[src/hw/rtl/utf8td_pkg.sv]
// ----------------------------------------------------------------------------
// utf8td_pkg: shared types and constants for the UTF-8 text detector
// Holds the request and response transaction types, the verdict codes and
// the byte constants and the continuation-byte test used by the detection checks.
// ----------------------------------------------------------------------------
package utf8td_pkg;

   // Request transaction: one byte of the buffer plus the end-of-buffer flag
   typedef struct packed {
      logic [7:0] data_byte;
      logic       is_last;
   } req_type;

   // Response transaction: one verdict per buffer
   typedef struct packed {
      logic       is_utf8;
      logic [3:0] verdict;
   } rsp_type;

   // Verdict codes, in check order
   localparam logic [3:0] VERDICT_SHORT      = 4'd0;
   localparam logic [3:0] VERDICT_ZERO_WORD  = 4'd1;
   localparam logic [3:0] VERDICT_UTF16_MARK = 4'd2;
   localparam logic [3:0] VERDICT_TOO_SHORT  = 4'd3;
   localparam logic [3:0] VERDICT_UTF8_MARK  = 4'd4;
   localparam logic [3:0] VERDICT_ILLEGAL    = 4'd5;
   localparam logic [3:0] VERDICT_BAD_CONT   = 4'd6;
   localparam logic [3:0] VERDICT_MULTIBYTE  = 4'd7;
   localparam logic [3:0] VERDICT_PLAIN      = 4'd8;

   // Byte-order marks and byte patterns
   localparam logic [15:0] UTF16_MARK     = 16'hFEFF;
   localparam logic [15:0] UTF8_MARK_LOW  = 16'hBBEF;
   localparam logic [7:0]  UTF8_MARK_HIGH = 8'hBF;
   localparam logic [7:0]  BYTE_C0        = 8'hC0;
   localparam logic [7:0]  BYTE_C1        = 8'hC1;
   localparam logic [7:0]  BYTE_F5        = 8'hF5;

   // Number of bytes seen saturates here; scanning starts once reached
   localparam logic [1:0] SEEN_FULL = 2'd3;

   // Continuation byte: 10xxxxxx
   function automatic logic is_cont(input logic [7:0] b);
      return b[7:6] == 2'b10;
   endfunction

endpackage

[src/hw/rtl/utf8_text_detector_unit.sv]
// ----------------------------------------------------------------------------
// utf8_text_detector_unit: streaming UTF-8 text detector
// Takes a buffer one byte per transaction and returns a single verdict
// transaction when the byte flagged as last has been taken.
// ----------------------------------------------------------------------------
//   channel | direction | handshake           | payload
//   req     | in        | req_valid/req_stall | data_byte, is_last
//   rsp     | out       | rsp_valid/rsp_stall | is_utf8, verdict
//
// One byte is taken per cycle unless stalled; per-byte checks run between
// the state registers and the response register, so the verdict appears in
// the cycle after the last byte is taken. Reset clears all scan state and the
// response valid flag. A stalled response holds req_stall high only for
// a last byte, the one byte that needs the occupied response register.
// ----------------------------------------------------------------------------
module utf8_text_detector_unit
   import utf8td_pkg::*;
(
   input  logic    clock,
   input  logic    reset,
   input  logic    req_valid,
   output logic    req_stall,
   input  req_type req_data,
   output logic    rsp_valid,
   input  logic    rsp_stall,
   output rsp_type rsp_data
);

   // Scan state
   logic [1:0]  bytes_seen_ff, bytes_seen_in;
   logic [23:0] leading_ff, leading_in;
   logic [7:0]  win0_ff, win1_ff, win2_ff;
   logic        odd_ff, odd_in;
   logic        pend_ff, pend_in;
   logic        zero_word_ff, zero_word_in;
   logic        illegal_ff, illegal_in;
   logic        broken_ff, broken_in;
   logic        multi_ff, multi_in;
   logic [1:0]  due_ff, due_in;

   // Response register
   logic        rsp_valid_ff, rsp_valid_in;
   rsp_type     rsp_ff, rsp_in;

   logic        req_take;
   logic [7:0]  b;
   logic [3:0]  verdict;

   assign b         = req_data.data_byte;
   assign req_stall = rsp_valid_ff && rsp_stall && req_data.is_last;
   assign req_take  = req_valid && !req_stall;

   // Per-byte checks and next scan state
   always_comb begin
      logic scan_en;
      logic ok;
      logic [1:0] need;
      logic is_lead;
      scan_en   = bytes_seen_ff == SEEN_FULL;
      ok        = 1'b0;
      need      = 2'd0;
      is_lead   = 1'b0;
      multi_in  = multi_ff;
      broken_in = broken_ff;
      due_in    = due_ff;

      // classify the oldest held byte as a lead
      if (win0_ff[7:5] == 3'b110) begin
         is_lead = 1'b1;
         need    = 2'd1;
         ok      = is_cont(win1_ff);
      end else if (win0_ff[7:4] == 4'b1110) begin
         is_lead = 1'b1;
         need    = 2'd2;
         ok      = is_cont(win1_ff) && is_cont(win2_ff);
      end else if (win0_ff[7:3] == 5'b11110) begin
         is_lead = 1'b1;
         need    = 2'd3;
         ok      = is_cont(win1_ff) && is_cont(win2_ff) && is_cont(b);
      end

      // skip claimed continuations, else judge the lead
      if (scan_en) begin
         if (due_ff != 2'd0) begin
            due_in = due_ff - 2'd1;
         end else if (is_lead) begin
            if (ok) begin
               multi_in = 1'b1;
               due_in   = need;
            end else begin
               broken_in = 1'b1;
            end
         end
      end

      zero_word_in = zero_word_ff || pend_ff;
      pend_in      = odd_ff && (win2_ff == 8'd0) && (b == 8'd0);
      odd_in       = !odd_ff;
      illegal_in   = illegal_ff || (b == BYTE_C0) || (b == BYTE_C1) || (b >= BYTE_F5);

      // capture the first three bytes
      leading_in    = leading_ff;
      bytes_seen_in = bytes_seen_ff;
      case (bytes_seen_ff)
         2'd0: begin
            leading_in[7:0] = b;
            bytes_seen_in   = 2'd1;
         end
         2'd1: begin
            leading_in[15:8] = b;
            bytes_seen_in    = 2'd2;
         end
         2'd2: begin
            leading_in[23:16] = b;
            bytes_seen_in     = SEEN_FULL;
         end
         default: begin
            bytes_seen_in = SEEN_FULL;
         end
      endcase
   end

   // Verdict for a buffer ending on this byte
   always_comb begin
      if (bytes_seen_ff == 2'd0) begin
         verdict = VERDICT_SHORT;
      end else if (zero_word_in) begin
         verdict = VERDICT_ZERO_WORD;
      end else if (leading_in[15:0] == UTF16_MARK) begin
         verdict = VERDICT_UTF16_MARK;
      end else if (bytes_seen_ff == 2'd1) begin
         verdict = VERDICT_TOO_SHORT;
      end else if (leading_in[15:0] == UTF8_MARK_LOW &&
                   leading_in[23:16] == UTF8_MARK_HIGH) begin
         verdict = VERDICT_UTF8_MARK;
      end else if (illegal_in) begin
         verdict = VERDICT_ILLEGAL;
      end else if (broken_in) begin
         verdict = VERDICT_BAD_CONT;
      end else if (multi_in) begin
         verdict = VERDICT_MULTIBYTE;
      end else begin
         verdict = VERDICT_PLAIN;
      end
   end

   // Response register: load on a taken last byte, drop when delivered
   always_comb begin
      rsp_valid_in = rsp_valid_ff && rsp_stall;
      rsp_in       = rsp_ff;
      if (req_take && req_data.is_last) begin
         rsp_valid_in   = 1'b1;
         rsp_in.verdict = verdict;
         rsp_in.is_utf8 = (verdict == VERDICT_SHORT) || (verdict == VERDICT_UTF8_MARK) ||
                          (verdict == VERDICT_MULTIBYTE);
      end
   end

   assign rsp_valid = rsp_valid_ff;
   assign rsp_data  = rsp_ff;

   // Advance scan state on each taken byte; clear it after the last byte
   always_ff @(posedge clock) begin
      if (reset || (req_take && req_data.is_last)) begin
         bytes_seen_ff <= 2'd0;
         leading_ff    <= 24'd0;
         win0_ff       <= 8'd0;
         win1_ff       <= 8'd0;
         win2_ff       <= 8'd0;
         odd_ff        <= 1'b0;
         pend_ff       <= 1'b0;
         zero_word_ff  <= 1'b0;
         illegal_ff    <= 1'b0;
         broken_ff     <= 1'b0;
         multi_ff      <= 1'b0;
         due_ff        <= 2'd0;
      end else if (req_take) begin
         bytes_seen_ff <= bytes_seen_in;
         leading_ff    <= leading_in;
         win0_ff       <= win1_ff;
         win1_ff       <= win2_ff;
         win2_ff       <= b;
         odd_ff        <= odd_in;
         pend_ff       <= pend_in;
         zero_word_ff  <= zero_word_in;
         illegal_ff    <= illegal_in;
         broken_ff     <= broken_in;
         multi_ff      <= multi_in;
         due_ff        <= due_in;
      end
   end

   always_ff @(posedge clock) begin
      if (reset) begin
         rsp_valid_ff <= 1'b0;
      end else begin
         rsp_valid_ff <= rsp_valid_in;
      end
      rsp_ff <= rsp_in;
   end

`ifndef SYNTH
   // A verdict only appears after a last byte was taken
   assert property (@(posedge clock) disable iff (reset)
      $rose(rsp_valid_ff) |-> $past(req_valid && !req_stall && req_data.is_last))
      else $error("response without a taken last byte");

   // Scan state is cleared for the next buffer
   assert property (@(posedge clock) disable iff (reset)
      (req_take && req_data.is_last) |=> (bytes_seen_ff == 2'd0 && due_ff == 2'd0))
      else $error("scan state not cleared after last byte");

   // Pending continuations only exist once scanning has started
   assert property (@(posedge clock) disable iff (reset)
      (due_ff != 2'd0) |-> (bytes_seen_ff == SEEN_FULL))
      else $error("continuations pending before scan start");

   // The text flag agrees with the verdict code
   assert property (@(posedge clock) disable iff (reset)
      rsp_valid_ff |-> (rsp_ff.is_utf8 == ((rsp_ff.verdict == VERDICT_SHORT) ||
         (rsp_ff.verdict == VERDICT_UTF8_MARK) || (rsp_ff.verdict == VERDICT_MULTIBYTE))))
      else $error("is_utf8 disagrees with verdict");
`endif

endmodule

[config.mk]
export PLATFORM = sky130hd
export DESIGN_NAME = utf8_text_detector_unit
export DESIGN_NICKNAME = d
export VERILOG_FILES = /design/src/hw/rtl/utf8td_pkg.sv /design/src/hw/rtl/utf8_text_detector_unit.sv
export SDC_FILE = /design/constraint.sdc
export NUM_CORES = 1
export LEC_CHECK = 0
export BUFFER_PORTS_ARGS = -buffer_cell sky130_fd_sc_hd__buf_2
export CAP_MARGIN = 20
export CELL_PAD_IN_SITES_DETAIL_PLACEMENT = 1
export CELL_PAD_IN_SITES_GLOBAL_PLACEMENT = 2
export CORE_MARGIN = 2
export CORE_UTILIZATION = 30
export CTS_BUF_LIST = sky130_fd_sc_hd__clkbuf_8
export DETAILED_ROUTE_END_ITERATION = 8
export GPL_TIMING_DRIVEN = 1
export MAX_ROUTING_LAYER = met4
export PLACE_DENSITY_LB_ADDON = 0.3
export SLEW_MARGIN = 10
export SYNTH_ARGS = -nofsm -noshare
export SYNTH_HDL_FRONTEND = slang
export SYNTH_SLANG_ARGS = --single-unit
[constraint.sdc]
create_clock -name clock -period 5 [get_ports clock]
set_clock_uncertainty 0.05 [all_clocks]
set_input_delay 1 -clock clock [delete_from_list [all_inputs] [get_ports clock]]
set_output_delay 1 -clock clock [all_outputs]
set_load 0.05 [all_outputs]
# Word level (Yosys, flattened, before mapping)
# Cells that the tools add are included.
# Widths: inputs -> output; s select.
totals:
  wordCells: 92
  register_bits: 64
  mem_count: 0
  mem_bits_rw: 0
  rom_bits: 0
  latchBits: 0
  out_inout_bits: 7
op_classes:
  n_addsub: 1
  div_mod_pow: 0
  n_mux: 33
  n_reduce_logical: 26
  shift: 0
  eq_ne: 16
  order_cmp: 1
  mul: 0
  bitwise: 0
ops:
  columns: ["cell", "n"]
  rows:
  - ["$eq 16x16->1 const B", 2]
  - ["$mux 4", 8]
  - ["$eq 8x8->1 const B", 3]
  - ["$mux 8", 3]
  - ["$logic_not 8->1", 2]
  - ["$mux 1", 15]
  - ["$mux 2", 6]
  - ["$eq 2x2->1 const B", 5]
  - ["$logic_and 1x1->1", 9]
  - ["$eq 4x3->1 const B", 2]
  - ["$ge 8x8->1 const B", 1]
  - ["$logic_or 1x1->1", 7]
  - ["$reduce_bool 2->1", 3]
  - ["$eq 5x5->1 const B", 1]
  - ["$eq 4x4->1 const B", 1]
  - ["$logic_not 4->1", 1]
  - ["$pmux 2 s2", 1]
  - ["$reduce_and 4->1", 1]
  - ["$eq 3x3->1 const B", 1]
  - ["$eq 2x1->1 const B", 1]
  - ["$logic_not 1->1", 2]
  - ["$logic_not 2->1", 1]
  - ["$sub 2x1->2 const B", 1]

# Logic depth before layout (Yosys ltp)
depth:
  word_depth: 21
  ltp_mapped: 8

# Least setup slack after synthesis
# OpenSTA, ideal clock, no wires.
synth_timing:
  kind: "input-to-reg"
  startpoint: "input port req_data[5] (netlist name)"
  endpoint: "register rsp_ff, in the netlist rsp_data[4], data pin"
  path_slack_ns: 2.102
  stages: 8
  t_arrival_ns: 2.578
  setup_time_ns: 0.270
  t_required_ns: 4.680
  path_cell_list: "buf_2 > nor3_1 > a211oi_1 > or4b_4 > or2_0 > o22a_1 > xor2_1 > o32ai_2"
synth_via:
  elab_chain_len: 13
  word_cells_on_any_way: 24
  cone_classes: "order compare: 1; eq/ne: 7; mux: 9; reduce/logical: 7"
synth_lines:
  columns: ["item", "line", "rtl"]
  rows:
  - ["from (decl)", "utf8_text_detector_unit.sv:23", "input req_type req_data,"]
  - ["branches (longest 7 deep; another with $ge 8x8->1)", null, null]
  - ["$mux 4 (*)", "utf8_text_detector_unit.sv:129", "end else if (leading_in[15:0] == UTF16_MARK) begin"]
  - ["$mux 4 (*)", "utf8_text_detector_unit.sv:127", "end else if (zero_word_in) begin"]
  - ["$mux 4 (*)", "utf8_text_detector_unit.sv:125", "if (bytes_seen_ff == 2'd0) begin"]
  - ["$eq 4x3->1 or $logic_not 4->1 (tied branches)", "utf8_text_detector_unit.sv:154", "rsp_in.is_utf8 = (verdict == VERDICT_SHORT) || (verdict == VERDICT_UTF8_MARK) ||"]
  - ["$logic_or 1x1->1", "utf8_text_detector_unit.sv:154", null]
  - ["$logic_or 1x1->1 (*)", "utf8_text_detector_unit.sv:154", null]
  - ["to (signal assigned)", "utf8_text_detector_unit.sv:199", "rsp_ff <= rsp_in;"]
  - ["to (decl)", "utf8_text_detector_unit.sv:43", "rsp_type rsp_ff, rsp_in;"]
# Mark *: on every way between the ends.
# A chain may end at the register's enable or synchronous reset.

# Final worst setup path
layout_timing:
  startpoint: "register bytes_seen_ff[1]"
  endpoint: "register rsp_ff, in the netlist rsp_data[4], data pin"
layout_via:
  elab_chain_len: 13
  word_cells_on_any_way: 26
  cone_classes: "eq/ne: 8; mux: 13; reduce/logical: 5"
layout_lines:
  columns: ["item", "line", "rtl"]
  rows:
  - ["from (decl)", "utf8_text_detector_unit.sv:30", "logic [1:0] bytes_seen_ff, bytes_seen_in;"]
  - ["from (signal assigned)", "utf8_text_detector_unit.sv:178", "bytes_seen_ff <= bytes_seen_in;"]
  - ["$eq 2x2->1", "utf8_text_detector_unit.sv:59", "scan_en = bytes_seen_ff == SEEN_FULL;"]
  - ["$mux 1", "utf8_text_detector_unit.sv:83", "if (scan_en) begin"]
  - ["$mux 4", "utf8_text_detector_unit.sv:140", "end else if (multi_in) begin"]
  - ["$mux 4", "utf8_text_detector_unit.sv:138", "end else if (broken_in) begin"]
  - ["$mux 4", "utf8_text_detector_unit.sv:136", "end else if (illegal_in) begin"]
  - ["$mux 4", "utf8_text_detector_unit.sv:133", "end else if (leading_in[15:0] == UTF8_MARK_LOW &&"]
  - ["$mux 4", "utf8_text_detector_unit.sv:131", "end else if (bytes_seen_ff == 2'd1) begin"]
  - ["$mux 4", "utf8_text_detector_unit.sv:129", null]
  - ["$mux 4", "utf8_text_detector_unit.sv:127", null]
  - ["$mux 4 (*)", "utf8_text_detector_unit.sv:125", null]
  - ["named net verdict[3]", "utf8_text_detector_unit.sv:47", "logic [3:0] verdict;"]
  - ["$eq 4x3->1 or $logic_not 4->1 (tied branches)", "utf8_text_detector_unit.sv:154", null]
  - ["$logic_or 1x1->1", "utf8_text_detector_unit.sv:154", null]
  - ["$logic_or 1x1->1 (*)", "utf8_text_detector_unit.sv:154", null]
# Mark *: on every way through the listed nets, which the timed path passes. The rest lies on a longest branch.

==> run metrics <==
Final HPWL DP 4.850 mm; Yosys top cell by area dfxtp_1; I/O Buffers 19; RSZ-0062 raised after global routing no; row count 34; Reg2Reg Setup Slack 2.05 ns; fin nets 359; Metal-1 WL 3.862 mm; initial antenna violation count 0; Overall Global Routing Usage 17.03%; Post-CTS Resized 0; total CTS buffers 9; Synth top cells by count nand2_1 (76), dfxtp_1 (53), a21oi_1 (52); DR WL/cell 16.48 um; core footprint 0.008721 sq mm; Async S/R FF share, synth 0%; maxcap violations 0; number of synthesized register bits 58; CP Max Fanout 17; met2 wire len 3.354 mm; Slew Viols, Final 0; largest family of logic cells by synthesized area simple AND/OR/NAND/NOR gates; Tot Pwr 0.0009556 W; Met3 Routed Length 239 um; min cycle time layout 2.955 ns; hold crit path type register to register; fin crit share 59.09%; GP Congestion 0.7920; # IOs 20; simple-gate share of the synthesized area 29.84%; post-synthesis mux area share 0.3724%; setup TNS 0 ns; Initial Util 30.82%; Util after Layout 34.07%; most used flip-flop cell after synthesis dfxtp_1; CTS Buffer Depth 2; most common cell in the netlist nand2_1; Startpoint Class register; Routed Antenna Nets 0; Setup crit end kind register; worst path required time 5.11 ns; first-pass GRT wire length 12.64 mm; Yosys warnings 0; fmax 338.5 MHz; Worst Max-Slew Pin Slew 0.7346 ns; Fillers 1062; Highest Signal Layer met4; clock latency on the worst-skew pair 0.34 ns; Cell Pwr Density 321.6 mW/mm^2; Adder-Cell Fraction of Synth Area 0%; drt via density 5.234; clock slew at reported path FFs 0.06 ns; worst vdd ir 0.1224 mV; DRT iter0 DRCs 115; H-tree depth 3; EDFF count, synth 5; Netlist cell types 53; hold-fix buffer count after cts 0; die area 0.009732 sq mm; CTS tree built; CTS Sinks 58; layout cells sized above 1 13.14%; Leak 1.039 nW; relative slew slack 50.91%; ant diodes 0; # setup viols final 0; Final Hold Fails 0; synthesized area per cell 7.905 sq um; Root Driver clkbuf_8; Synth Area in XOR/XNOR 0.6518%; Synth Area in Compound Gates 18.67%; Syn-to-layout area delta 10.57%; Synth area leaders dfxtp_1 (39%), nand2_1 (11%), a21oi_1 (9.7%), edfxtp_1 (5.6%), nand3_1 (5.6%); total grt overflow 0; largest net degree at the start of global routing 53; DRT Pass-1 Iters 4; CP arrival 3.07 ns; DRC Markers 0; setup bufs post-CTS 0; Post-Syn Nets 353; die width 98.65 um; Routed WL 7.546 mm; mapped cell area 0.002688 sq mm; top-area cell type share of the netlist area 39.48%; post-synthesis sequential area ratio 45.07%; outcome complete, no violations; via count 2397; Chip Height 98.65 um; number of global-route vias before repair 2402; Syn Inst Count 340; critical path type register to register
layer usage:
| layer | vias up | GRT usage [%] |
|---|---|---|
| li1 | 1203 | - |
| met1 | 1150 | 22.67 |
| met2 | 35 | 25.75 |
| met3 | 9 | 3.759 |
| met4 | 0 | 5.690 |
| met5 | - | - |
final timing paths:
check	from	endpoint	cells past startpoint
max	bytes_seen_ff[1]$_SDFFE_PP0P_	rsp_data[4]$_DFFE_PP_	7
min	leading_ff[20]$_SDFFE_PP0P_	leading_ff[20]$_SDFFE_PP0P_	2
max reg2reg	bytes_seen_ff[1]$_SDFFE_PP0P_	rsp_data[4]$_DFFE_PP_	7
min reg2reg	leading_ff[20]$_SDFFE_PP0P_	leading_ff[20]$_SDFFE_PP0P_	2
cell families (layout without fill, tap and decap cells):
group,count (synthesis),after routing
flip-flops,58,58
XOR/XNOR,2,2
AO/OA/AOI/OAI,83,83
multiplexers,1,1
AND/OR/NAND/NOR,166,166
buffers and inverters,30,40
worst max-delay path, cell delays in order, from the launching register on:
cell	delay, ns
dfxtp_1	0.52
nor2_2	0.65
a22o_1	0.22
a32oi_1	0.08
or4_4	0.61
o211ai_2	0.27
a211oi_1	0.12
o32ai_2	0.26
flip-flops by register name, summed over array words and instances (netlist names), 2 cells and up:
signal and cells:
leading_ff 24, win2_ff 8, rsp_data 5, win0_ff 5, win1_ff 5, bytes_seen_ff 2, due_ff 2
cell type report:
type / count / area [sq um] / share of cell area, %
tap: 108 / 135.1 / 4.547
inverter: 3 / 11.26 / 0.3789
multi-input combinational: 252 / 1333 / 44.84
clock buffer: 9 / 123.9 / 4.168
clock inverter: 6 / 27.53 / 0.9263
sequential: 58 / 1211 / 40.76
timing repair buffer: 22 / 130.1 / 4.379
stage by stage:
stage               hold WS (ns)  area (sq um)  cells  setup slack (ns)
floorplan                 0.3816          2688    340             2.102
global placement          0.3922          2800    442             1.868
detailed placement        0.3973          2800    442             1.781
CTS                       0.4065          2952    457             2.025
global route              0.4161          2972    458             1.847
finish                    0.4047          2972    458             2.045
where the power goes:
group / switching [W] / internal [W] / leakage, nW
Sequential: 0.0000123 / 0.000483 / 0.477
Clock: 0.000183 / 0.000170 / 0.0910
Combinational: 0.0000754 / 0.0000327 / 0.471
cell usage in the layout, fill, tap and decap left out, drive strengths merged, types with 2 or more instances in the layout:
cell    synthesis  final
nand3          30     30
dfxtp          53     53
a32oi           3      3
o22a            2      2
or4             2      2
o21ai           8      8
clkinv          0      4
nor2b           2      2
a41oi           2      2
and3            5      5
nor4            5      5
a21boi          2      2
and2            2      2
nand2          76     76
nor3            3      3
nor2           21     21
edfxtp          5      5
and4bb          2      2
nand2b          4      4
clkbuf         16      9
inv             3      5
or2             2      2
nand4           3      3
or3b            2      2
a211oi          4      4
a21oi          52     52
a22o            3      3
buf            11     22
No activity file was read; power rests on OpenSTA's default activity.
